<file path="src/rtl/dps_pkg.sv">
// ----------------------------------------------------------------------------
// dps_pkg
// Types, constants and tables for the damped pendulum stepper.
// ----------------------------------------------------------------------------
package dps_pkg;

	localparam int TRIG_ITERATIONS = 16;
	localparam int NITER = (TRIG_ITERATIONS < 24) ? TRIG_ITERATIONS : 24;

	localparam logic [1:0] OP_TICK    = 2'd0;
	localparam logic [1:0] OP_PRESS   = 2'd1;
	localparam logic [1:0] OP_RELEASE = 2'd2;

	localparam logic [2:0] REG_ACCEL_GAIN  = 3'd0;
	localparam logic [2:0] REG_DAMPING     = 3'd1;
	localparam logic [2:0] REG_ARM_LENGTH  = 3'd2;
	localparam logic [2:0] REG_BALL_RADIUS = 3'd3;
	localparam logic [2:0] REG_PIVOT_X     = 3'd4;
	localparam logic [2:0] REG_PIVOT_Y     = 3'd5;

	localparam logic signed [33:0] CORDIC_GAIN = 34'sd652032874;
	localparam logic [31:0] ANGLE_RESET   = 32'h2000_0000;
	localparam logic [31:0] QUARTER_TURN  = 32'h4000_0000;
	localparam logic [31:0] HALF_TURN     = 32'h8000_0000;

	typedef logic signed [33:0] cord_t;

	function automatic logic [31:0] atan_lut(input logic [4:0] i);
		logic [31:0] r;
		case (i)
			5'd0: r = 32'h20000000;
			5'd1: r = 32'h12E4051E;
			5'd2: r = 32'h09FB385B;
			5'd3: r = 32'h051111D4;
			5'd4: r = 32'h028B0D43;
			5'd5: r = 32'h0145D7E1;
			5'd6: r = 32'h00A2F61E;
			5'd7: r = 32'h00517C55;
			5'd8: r = 32'h0028BE53;
			5'd9: r = 32'h00145F2F;
			5'd10: r = 32'h000A2F98;
			5'd11: r = 32'h000517CC;
			5'd12: r = 32'h00028BE6;
			5'd13: r = 32'h000145F3;
			5'd14: r = 32'h0000A2FA;
			5'd15: r = 32'h0000517D;
			5'd16: r = 32'h000028BE;
			5'd17: r = 32'h0000145F;
			5'd18: r = 32'h00000A30;
			5'd19: r = 32'h00000518;
			5'd20: r = 32'h0000028C;
			5'd21: r = 32'h00000146;
			5'd22: r = 32'h000000A3;
			5'd23: r = 32'h00000051;
			default: r = 32'h0;
		endcase
		return r;
	endfunction

	// round to Q1.15 and saturate
	function automatic logic signed [15:0] to_q15(input cord_t v);
		cord_t r;
		r = (v + 34'sd16384) >>> 15;
		if (r > 34'sd32767)
			return 16'sh7FFF;
		else if (r < -34'sd32768)
			return 16'sh8000;
		else
			return r[15:0];
	endfunction

endpackage

</file>
<file path="src/rtl/damped_pendulum_step.sv">
// Steps: a free-running tick runs CORDIC sin/cos, the velocity and angle update, CORDIC again
// and the bob position; a dragged tick runs a CORDIC arctangent instead of the physics (not on
// the pivot); press runs the grab test; release and unused op go straight to the output.
// One item at a time; the shared CORDIC add/shift unit and one multiplier are reused across the steps.
// A finished result sits in the output register while the next item is taken.
// arst_n clears state, registers to reset values and valid flags asynchronously.
// ----------------------------------------------------------------------------
// damped_pendulum_step
// Fixed-point damped pendulum driven by frame ticks and mouse press/release.
// ----------------------------------------------------------------------------
module damped_pendulum_step (
	input  logic        clk,
	input  logic        arst_n,
	input  logic        s_tvalid,
	output logic        s_tready,
	input  logic [23:0] s_tdata,   // mouse_x[11:0], mouse_y[23:12]
	input  logic [1:0]  s_tuser,   // op
	output logic        m_tvalid,
	input  logic        m_tready,
	output logic [63:0] m_tdata,   // angle_out[31:0], bob_x[45:32], bob_y[59:46],
	                               // is_dragging[60], zero fill
	input  logic        cfg_we,
	input  logic [2:0]  cfg_addr,
	input  logic [23:0] cfg_wdata
);
	import dps_pkg::*;

	localparam logic [3:0] ST_IDLE = 4'd0;
	localparam logic [3:0] ST_CORD = 4'd1;
	localparam logic [3:0] ST_SCQ  = 4'd2;
	localparam logic [3:0] ST_MG   = 4'd3;
	localparam logic [3:0] ST_MV   = 4'd4;
	localparam logic [3:0] ST_MD   = 4'd5;
	localparam logic [3:0] ST_AN   = 4'd6;
	localparam logic [3:0] ST_MBX  = 4'd7;
	localparam logic [3:0] ST_MBY  = 4'd8;
	localparam logic [3:0] ST_MBE  = 4'd9;
	localparam logic [3:0] ST_PX   = 4'd10;
	localparam logic [3:0] ST_PY   = 4'd11;
	localparam logic [3:0] ST_PC   = 4'd12;
	localparam logic [3:0] ST_DONE = 4'd13;
	localparam logic [3:0] ST_ATE  = 4'd14;

	logic [3:0]  st_q;
	logic [23:0] gain_q;
	logic [15:0] damp_q;
	logic [9:0]  arm_q;
	logic [7:0]  rad_q;
	logic [11:0] pvx_q, pvy_q;

	logic [31:0]        angle_q, vel_q, vsum_q;
	logic               drag_q;
	logic signed [13:0] bx_q, by_q;

	cord_t       x_q, y_q, z_q;
	logic        atan_q, phys_q;
	logic [4:0]  cnt_q;
	logic [1:0]  quad_q;
	logic signed [15:0] s_q, c_q;
	logic [11:0] mx_q, my_q;
	logic [30:0] sq_q;

	logic signed [31:0] mul_a;
	logic signed [24:0] mul_b;
	logic signed [56:0] prod_s1;

	logic        out_v_q;
	logic [63:0] out_q;

	// datapath helpers
	cord_t xs, ys, zt, sraw, craw, rnd;
	logic  up;
	logic signed [12:0] ax, ay;
	logic signed [14:0] dx, dy;
	logic signed [56:0] pshr15, pshr16;
	logic [31:0] bx_ext, by_ext;

	assign xs = x_q >>> cnt_q;
	assign ys = y_q >>> cnt_q;
	assign zt = {2'b00, atan_lut(cnt_q)};
	assign up = atan_q ? !(y_q > 34'sd0) : (z_q >= 34'sd0);

	assign ay = $signed({1'b0, s_tdata[23:12]}) - $signed({1'b0, pvy_q});
	assign ax = $signed({1'b0, pvx_q}) - $signed({1'b0, s_tdata[11:0]});
	assign dx = 15'(bx_q) - $signed({3'b000, mx_q});
	assign dy = 15'(by_q) - $signed({3'b000, my_q});

	assign pshr15 = prod_s1 >>> 15;
	assign pshr16 = prod_s1 >>> 16;
	assign rnd    = 34'(prod_s1 + 57'sd16384) >>> 15;
	assign bx_ext = 32'(rnd);
	assign by_ext = 32'(rnd);

	always_comb begin
		case (quad_q)
			2'd0: begin sraw = y_q;  craw = x_q;  end
			2'd1: begin sraw = x_q;  craw = -y_q; end
			2'd2: begin sraw = -y_q; craw = -x_q; end
			default: begin sraw = -x_q; craw = y_q; end
		endcase
	end

	always_comb begin
		case (st_q)
			ST_MG: begin
				mul_a = 32'(s_q);
				mul_b = $signed({1'b0, gain_q});
			end
			ST_MD: begin
				mul_a = $signed(vsum_q);
				mul_b = $signed({9'd0, damp_q});
			end
			ST_MBX: begin
				mul_a = 32'(s_q);
				mul_b = $signed({15'd0, arm_q});
			end
			ST_MBY: begin
				mul_a = 32'(c_q);
				mul_b = $signed({15'd0, arm_q});
			end
			ST_PX: begin
				mul_a = 32'(dx);
				mul_b = 25'(dx);
			end
			ST_PY: begin
				mul_a = 32'(dy);
				mul_b = 25'(dy);
			end
			default: begin
				mul_a = '0;
				mul_b = '0;
			end
		endcase
	end

	always_ff @(posedge clk) begin
		prod_s1 <= 57'(mul_a) * 57'(mul_b);
	end

	assign s_tready = (st_q == ST_IDLE);
	assign m_tvalid = out_v_q;
	assign m_tdata  = out_q;

	always_ff @(posedge clk or negedge arst_n) begin
		if (!arst_n) begin
			gain_q <= 24'd1562500;
			damp_q <= 16'd65208;
			arm_q  <= 10'd175;
			rad_q  <= 8'd48;
			pvx_q  <= 12'd320;
			pvy_q  <= 12'd0;
		end else if (cfg_we) begin
			case (cfg_addr)
				REG_ACCEL_GAIN:  gain_q <= cfg_wdata;
				REG_DAMPING:     damp_q <= cfg_wdata[15:0];
				REG_ARM_LENGTH:  arm_q  <= cfg_wdata[9:0];
				REG_BALL_RADIUS: rad_q  <= cfg_wdata[7:0];
				REG_PIVOT_X:     pvx_q  <= cfg_wdata[11:0];
				REG_PIVOT_Y:     pvy_q  <= cfg_wdata[11:0];
				default: ;
			endcase
		end
	end

	always_ff @(posedge clk or negedge arst_n) begin
		if (!arst_n) begin
			st_q    <= ST_IDLE;
			angle_q <= ANGLE_RESET;
			vel_q   <= '0;
			drag_q  <= 1'b0;
			bx_q    <= '0;
			by_q    <= '0;
			out_v_q <= 1'b0;
			cnt_q   <= '0;
			atan_q  <= 1'b0;
			phys_q  <= 1'b0;
		end else begin
			if (m_tvalid && m_tready && st_q != ST_DONE)
				out_v_q <= 1'b0;
			case (st_q)
				ST_IDLE: begin
					if (s_tvalid) begin
						mx_q <= s_tdata[11:0];
						my_q <= s_tdata[23:12];
						case (s_tuser)
							OP_TICK: begin
								cnt_q <= '0;
								if (!drag_q) begin
									atan_q <= 1'b0;
									phys_q <= 1'b1;
									x_q    <= CORDIC_GAIN;
									y_q    <= '0;
									z_q    <= {4'd0, angle_q[29:0]};
									quad_q <= angle_q[31:30];
									st_q   <= ST_CORD;
								end else if (ax == 13'sd0 && ay == 13'sd0) begin
									angle_q <= 32'd0 - QUARTER_TURN;
									phys_q  <= 1'b0;
									x_q     <= CORDIC_GAIN;
									y_q     <= '0;
									z_q     <= {4'd0, 30'(32'd0 - QUARTER_TURN)};
									quad_q  <= 2'(HALF_TURN >> 30) + 2'd1;
									atan_q  <= 1'b0;
									st_q    <= ST_CORD;
								end else begin
									atan_q <= 1'b1;
									if (ax < 13'sd0) begin
										x_q <= 34'(-ax) <<< 16;
										y_q <= 34'(-ay) <<< 16;
										z_q <= {2'b00, HALF_TURN};
									end else begin
										x_q <= 34'(ax) <<< 16;
										y_q <= 34'(ay) <<< 16;
										z_q <= '0;
									end
									st_q <= ST_CORD;
								end
							end
							OP_PRESS: st_q <= ST_PX;
							OP_RELEASE: begin
								vel_q  <= '0;
								drag_q <= 1'b0;
								st_q   <= ST_DONE;
							end
							default: st_q <= ST_DONE;
						endcase
					end
				end
				ST_CORD: begin
					if (up) begin
						x_q <= x_q - ys;
						y_q <= y_q + xs;
						z_q <= z_q - zt;
					end else begin
						x_q <= x_q + ys;
						y_q <= y_q - xs;
						z_q <= z_q + zt;
					end
					cnt_q <= cnt_q + 5'd1;
					if (cnt_q == 5'(NITER - 1))
						st_q <= atan_q ? ST_ATE : ST_SCQ;
				end
				ST_ATE: begin
					angle_q <= z_q[31:0] - QUARTER_TURN;
					atan_q  <= 1'b0;
					phys_q  <= 1'b0;
					cnt_q   <= '0;
					x_q     <= CORDIC_GAIN;
					y_q     <= '0;
					z_q     <= {4'd0, 30'(z_q[31:0] - QUARTER_TURN)};
					quad_q  <= 2'((z_q[31:0] - QUARTER_TURN) >> 30);
					st_q    <= ST_CORD;
				end
				ST_SCQ: begin
					s_q  <= to_q15(sraw);
					c_q  <= to_q15(craw);
					st_q <= phys_q ? ST_MG : ST_MBX;
				end
				ST_MG: st_q <= ST_MV;
				ST_MV: begin
					vsum_q <= vel_q - pshr15[31:0];
					st_q   <= ST_MD;
				end
				ST_MD: st_q <= ST_AN;
				ST_AN: begin
					vel_q   <= pshr16[31:0];
					angle_q <= angle_q + pshr16[31:0];
					x_q     <= CORDIC_GAIN;
					y_q     <= '0;
					z_q     <= {4'd0, 30'(angle_q + pshr16[31:0])};
					quad_q  <= 2'((angle_q + pshr16[31:0]) >> 30);
					cnt_q   <= '0;
					phys_q  <= 1'b0;
					st_q    <= ST_CORD;
				end
				ST_MBX: st_q <= ST_MBY;
				ST_MBY: begin
					bx_q <= 14'({20'd0, pvx_q} + bx_ext);
					st_q <= ST_MBE;
				end
				ST_MBE: begin
					by_q <= 14'({20'd0, pvy_q} + by_ext);
					st_q <= ST_DONE;
				end
				ST_PX: st_q <= ST_PY;
				ST_PY: begin
					sq_q <= prod_s1[30:0];
					st_q <= ST_PC;
				end
				ST_PC: begin
					if ({1'b0, sq_q} + {1'b0, prod_s1[30:0]} < {16'd0, 16'(rad_q) * 16'(rad_q)})
						drag_q <= 1'b1;
					st_q <= ST_DONE;
				end
				ST_DONE: begin
					if (!out_v_q || m_tready) begin
						out_v_q <= 1'b1;
						out_q   <= {3'b000, drag_q, by_q, bx_q, angle_q};
						st_q    <= ST_IDLE;
					end
				end
				default: st_q <= ST_IDLE;
			endcase
		end
	end

endmodule

</file>
<file path="config.mk">
export PLATFORM = sky130hd
export DESIGN_NAME = damped_pendulum_step
export DESIGN_NICKNAME = d
export VERILOG_FILES = /design/src/rtl/dps_pkg.sv /design/src/rtl/damped_pendulum_step.sv
export SDC_FILE = /design/constraint.sdc
export NUM_CORES = 2
export LEC_CHECK = 0
export BUFFER_PORTS_ARGS = -buffer_cell sky130_fd_sc_hd__buf_4
export CAP_MARGIN = 20
export CORE_MARGIN = 10
export CORE_UTILIZATION = 60
export DETAILED_ROUTE_END_ITERATION = 8
export GPL_TIMING_DRIVEN = 0
export MAX_ROUTING_LAYER = met4
export PLACE_DENSITY = 0.83
export SETUP_SLACK_MARGIN = 0.5
export SKIP_LAST_GASP = 1
export SYNTH_ARGS = -nofsm -noshare
export SYNTH_HDL_FRONTEND = slang
export SYNTH_SLANG_ARGS = --single-unit
</file>
<file path="constraint.sdc">
create_clock -name clk -period 10 [get_ports clk]
set_input_delay 2 -clock clk [delete_from_list [all_inputs] [get_ports clk]]
set_output_delay 2 -clock clk [all_outputs]
set_load 0.03 [all_outputs]
</file>
Yosys cells after proc, flatten, opt, wreduce, memory -nomap -nowiden:

Memory sizes are Yosys's and may differ from the RTL's.
Index checks and enable logic that the tools add are counted.
W data, S select, Z words.

* add/subtract/negate cells: 24
* $mul: 2
* order comparisons: 8
* equal/unequal tests: 34
* shift-type cells: 2
* muxes and demuxes: 68
* reduce and logical (&&, ||, !) cells: 44

Operators with widths (number)
* $mux W34: 15
* $pmux W34 S3: 4
* $mux W32: 9
* $pmux W32 S5: 1
* $pmux W34 S4: 1
* $pmux W25 S5: 1
* $pmux W32 S3: 1
* $add A34 B16 Y34 const B: 2
* $add A34 B34 Y34: 2
* $neg A34 Y34: 2
* $sshr A34 B5 Y34: 2
* $sub A34 B34 Y34: 2
* $pmux W32 S2: 1
* $pmux W4 S13: 1
* $mul A32 B25 Y48: 1
* $gt A19 B16 Y1 const B: 2
* $lt A19 B16 Y1 const B: 2
* $neg A13 Y18: 2
* $add A34 B33 Y34: 1
* $ge A34 B1 Y1 const B: 1
* $gt A34 B1 Y1 const B: 1
* $sub A34 B33 Y34: 1
* $add A31 B31 Y32: 1
* $add A32 B32 Y32: 1
* 49 further kinds: 125

* bits in registers: 519
* ROM bits: 960
* output and inout bits: 66
* memories: 1

Memory list
* (name not given): words 32, width 30, rd ports 1, clocked after memory_dff 0, write ports 0, line dps_pkg.sv:30 `case (i)`

Longest topological paths before layout:

* depth after elaboration: 8
* depth in mapped cells: 41

Least setup slack after synthesis:

OpenSTA, ideal clock, no wires.

* path type: reg2reg
* start: register by_q[9]
* end: register prod_s1[47]
* library setup time: 0.072 ns
* data arrival time: 9.764 ns
* data required time: 9.928 ns
* setup slack: 0.164 ns
* cell stages (with the launch flop): 35
* path buffers: 2
* period minus slack after synthesis: 9.836 ns
* cell sequence: dfrtp_1 -> ha_1 -> a21o_1 -> a21o_1 -> a2111oi_0 -> nor2_1 -> o32ai_1 -> inv_1 -> nand2_1 -> clkbuf_1 -> a21o_1 -> clkbuf_1 -> nand2_1 -> fa_1 -> inv_1 -> fa_1 -> inv_1 -> fa_1 -> fa_1 -> inv_1 -> fa_1 -> fa_1 -> inv_1 -> fa_1 -> inv_1 -> ha_1 -> a21o_1 -> a211oi_1 -> or3b_2 -> o221a_2 -> a221o_1 -> a211oi_1 -> o31ai_1 -> a21oi_1 -> xor2_1

* longest elaborated chain between the ends: 3
* elaborated cells on any way between the ends: 4
* those cells by class: 1 x add/sub; 1 x mul; 2 x mux

Ends and longest elaborated chain
* from (decl): line damped_pendulum_step.sv:53 `logic signed [13:0] bx_q, by_q;`
* from (signal assigned): line damped_pendulum_step.sv:282 `by_q <= 14'({20'd0, pvy_q} + by_ext);`
* $sub A14 B13 Y15 *: line damped_pendulum_step.sv:86 `assign dy = 15'(by_q) - $signed({3'b000, my_q});`
* $pmux W32 S5 or $pmux W25 S5 (tied branches): line damped_pendulum_step.sv:104 `case (st_q)`
* $mul A32 B25 Y48 *: line damped_pendulum_step.sv:137 `prod_s1 <= 57'(mul_a) * 57'(mul_b);`
* to (signal assigned): line damped_pendulum_step.sv:137
* to (decl): line damped_pendulum_step.sv:65 `logic signed [56:0] prod_s1;`

Every way passes the cells marked *; elsewhere a longest branch is shown, timed or not.
A chain may end at the register's enable or synchronous reset.

Worst setup path after layout:

* start: register st_q[2]
* end: register prod_s1[47]

* longest elaborated chain between the ends: 4
* elaborated cells on any way between the ends: 11
* those cells by class: 1 x mul; 6 x eq/ne; 2 x mux; 2 x reduce/logical

Ends and longest elaborated chain
* from (decl): line damped_pendulum_step.sv:44 `logic [3:0] st_q;`
* from (signal assigned): line damped_pendulum_step.sv:241 `st_q <= atan_q ? ST_ATE : ST_SCQ;`
* from (signal assigned): line damped_pendulum_step.sv:257 `st_q <= phys_q ? ST_MG : ST_MBX;`
* $eq A4 B3 Y1, or another cell as far along: line damped_pendulum_step.sv:104
* $reduce_or A2 Y1 (no source line)
* $pmux W32 S5 or $pmux W25 S5 (tied branches): line damped_pendulum_step.sv:104
* $mul A32 B25 Y48 *: line damped_pendulum_step.sv:137

Marked as above.

==> impl_metrics.ini <==
[logic_synthesis]
yosysWarnings = 0
synth-async-reset-ratio_pct = 36.0
netlist_instances = 7605
post_synth_instance_area_um2 = 68400
synth_area_per_cell_um2 = 9.00
synth_edf_count = 284
ys_types = 104
synth_flop_cell = edfxtp_1
ys_ff_latch = 519
ys_seq_area_share_pct = 20.8

[final_layout]
drive_gt1_share_pct = 13.9
area_delta_synth_final_pct = 14.1
nets = 9315
final_common_cell = inv_1
final_cell_mix = inv_1 (1048), fa_1 (736), nand2_1 (709), nor2_1 (644), ha_1 (451)
fin_util_pct = 69.2

[setup_path]
cp.arrival_ps = 10750
critical_path.most_common_cell = fa_1
slowest_stage = a22oi_2
cp_max_fo = 11
end_kind = flip-flop
critPathMaxStageDelay_ps = 1210
cp-start-kind = flip-flop
worstSetupPathType = reg -> reg
cp.required_ps = 10580

[global_route]
grtUsageMet1_pct = 54.7
grt_pass1_wl_mm = 403
met2_usage_pct = 61.1
grt_pass1_vias = 61500
met3_usage_pct = 15.2
grt.busiest_layer = met2
grt_util_all_layers_pct = 43.8
antenna_found_initial = 27
grt_max_degree = 105
grt-ovfl-total = 0

[cts]
cts_tree = built
clk_latency_ps = 730
clk_path_buf_depth = 3
numCtsBuffers = 61
clock-sinks = 519
path_clk_slew_ps = 60
htreeDepth = 2
ctsHoldBuffers = 0
root_buffer = clkbuf_16

[timing]
post-route-min-period_ps = 10170
setup_viol = 5
fmax_ghz = 0.0983
setup_tns_ps = -340
worstMarginPinSlew_ps = 1520
grt_setup_unrepaired = true
hold_viol_final = 0
slew_viol_final = 11
postLayoutSetupSlackWorst_ps = -173
fin_worst_skew_ps = 45.1
period_share_pct = 102
relSlewSlack_pct = -1.41

[detailed_routing]
wire_per_inst_um = 29.2
antenna_left = 0
first_iter_violations = 8529
vias = 63200
firstDrtPassIters = 9
vias_per_cell = 6.58
remaining_drc_errors = 2
wirelength_mm = 281

[floorplanning]
row_count = 123
io-pin-count = 124
core-area_um2 = 113000
initial_core_util_pct = 60.6
dieHeight_um = 358
dieArea_um2 = 128000
dieWidth_um = 358

[worst_hold_path]
worstHoldPathType = reg -> reg

[job]
maxCapViolCount = 0

[status]
failed_checks = DRC, slew limit, setup timing
status = finished, violations left

[placed_design]
gp_congestion = 1.14
port_buffers = 120
dpl.hpwl_mm = 221
-- registers in the layout, summed over array words and instances (netlist names), 16 cells and up --
signal   count
m_tdata     61
prod_s1     48
x_q         34
y_q         34
z_q         34
angle_q     32
vel_q       32
vsum_q      32
sq_q        31
gain_q      24
c_q         16
damp_q      16
s_q         16
-- through the flow --
stage               setup slack [ps]  instances  hold slack [ps]  area (um2)
detailed placement             -2740       9272              425       71700
global route                    -273       9612              447       78100
floorplan                        512       7617              412       68500
CTS                              243       9522              440       76800
global placement               -3980       9237              423       71200
finish                          -173       9614              444       78100
-- what timing repair did --
action                     in CTS  in global routing
pin swaps                     109                124
gates resized for setup       445                166
buffers inserted              133                 65
setup endpoints to repair      40                 39
gates cloned                    1                  3
-- kinds of logic after synthesis --
| group | Yosys count | synth area share [%] |
|---|---|---|
| DFF | 519 | 20.8 |
| AOI/OAI and AO/OA | 1584 | 14.9 |
| and+or+nand+nor | 2097 | 14.1 |
| muxes | 272 | 5.52 |
| other | 2 | 0.0110 |
| adders and majority gates | 1219 | 30.5 |
| xor gates and xnor gates | 486 | 6.25 |
| buffers and inverters | 1426 | 7.91 |
-- synth_stat cells (17+ instances only) --
cell / n / area [um2]
a211oi_1: 45 / 338
a21boi_0: 22 / 165
a21o_1: 136 / 1020
a21oi_1: 459 / 2300
a221o_1: 50 / 500
a22oi_1: 28 / 210
a31oi_1: 54 / 338
and2_1: 46 / 288
and3_1: 51 / 319
and4_1: 17 / 149
buf_1: 52 / 195
clkbuf_1: 280 / 1050
dfrtp_1: 153 / 3830
dfstp_2: 34 / 893
dfxtp_1: 48 / 961
edfxtp_1: 284 / 8530
fa_1: 751 / 15000
ha_1: 468 / 5860
inv_1: 1073 / 4030
mux2_2: 114 / 1280
mux2i_1: 86 / 861
mux4_2: 70 / 1580
nand2_1: 721 / 2710
nand2b_1: 81 / 507
nand3_1: 107 / 536
nand4_1: 46 / 288
nor2_1: 658 / 2470
nor2b_1: 74 / 463
nor3_1: 113 / 566
nor3b_1: 21 / 158
nor4_1: 28 / 175
o211ai_1: 38 / 285
o21a_1: 67 / 503
o21ai_0: 362 / 1810
o21bai_1: 36 / 270
o221ai_1: 17 / 149
o22ai_1: 35 / 219
o31ai_1: 36 / 270
or2_2: 36 / 225
or3_1: 34 / 213
xnor2_1: 297 / 2600
xor2_1: 187 / 1640
-- critical path, delay by kind of cell (launching register included) --
kind / cells / cell delay (ps)
buf+inv: 8 / 1230
compound gates: 10 / 3060
fa+ha+maj: 8 / 3870
flops: 1 / 350
xor+xnor: 1 / 160
simple gates: 6 / 1320
-- worst paths after layout --
path | startpoint | endpoint | slack, ps | cells after the start
worst max-delay path | st_q[2]$_DFFE_PN0P_ | prod_s1[47]$_DFF_P_ | -170 | 33
worst min-delay path | prod_s1[4]$_DFF_P_ | sq_q[4]$_DFFE_PP_ | 440 | 0
worst max register to register | st_q[2]$_DFFE_PN0P_ | prod_s1[47]$_DFF_P_ | -170 | 33
worst min register to register | prod_s1[4]$_DFF_P_ | sq_q[4]$_DFFE_PP_ | 440 | 0
max in group asynchronous | arst_n | vel_q[31]$_DFFE_PN0P_ | 7510 | 2
min in group asynchronous | arst_n | pvy_q[2]$_DFFE_PN0P_ | 1270 | 1
-- per-layer routing --
layer,up-vias,share of wire [%],wire [um]
li1,26600,-,-
met1,31200,37,103000
met2,4396,42,117000
met3,1051,14,39200
met4,0,7.7,21600
met5,-,0,0
-- area by class of cell --
| type | count | area, um2 |
|---|---|---|
| clock inverter | 42 | 515 |
| tap | 1500 | 1880 |
| buffer | 353 | 2050 |
| timing repair buffer | 357 | 3180 |
| fill | 8595 | 34700 |
| inverter | 1073 | 4040 |
| multi-input combinational | 5673 | 50400 |
| sequential | 519 | 14200 |
| antenna | 23 | 57.6 |
| clock buffer | 74 | 1690 |
Power is left out: the tool's default activity adds up to more than one toggle a clock period on the data nets, which glitch-free logic cannot reach.
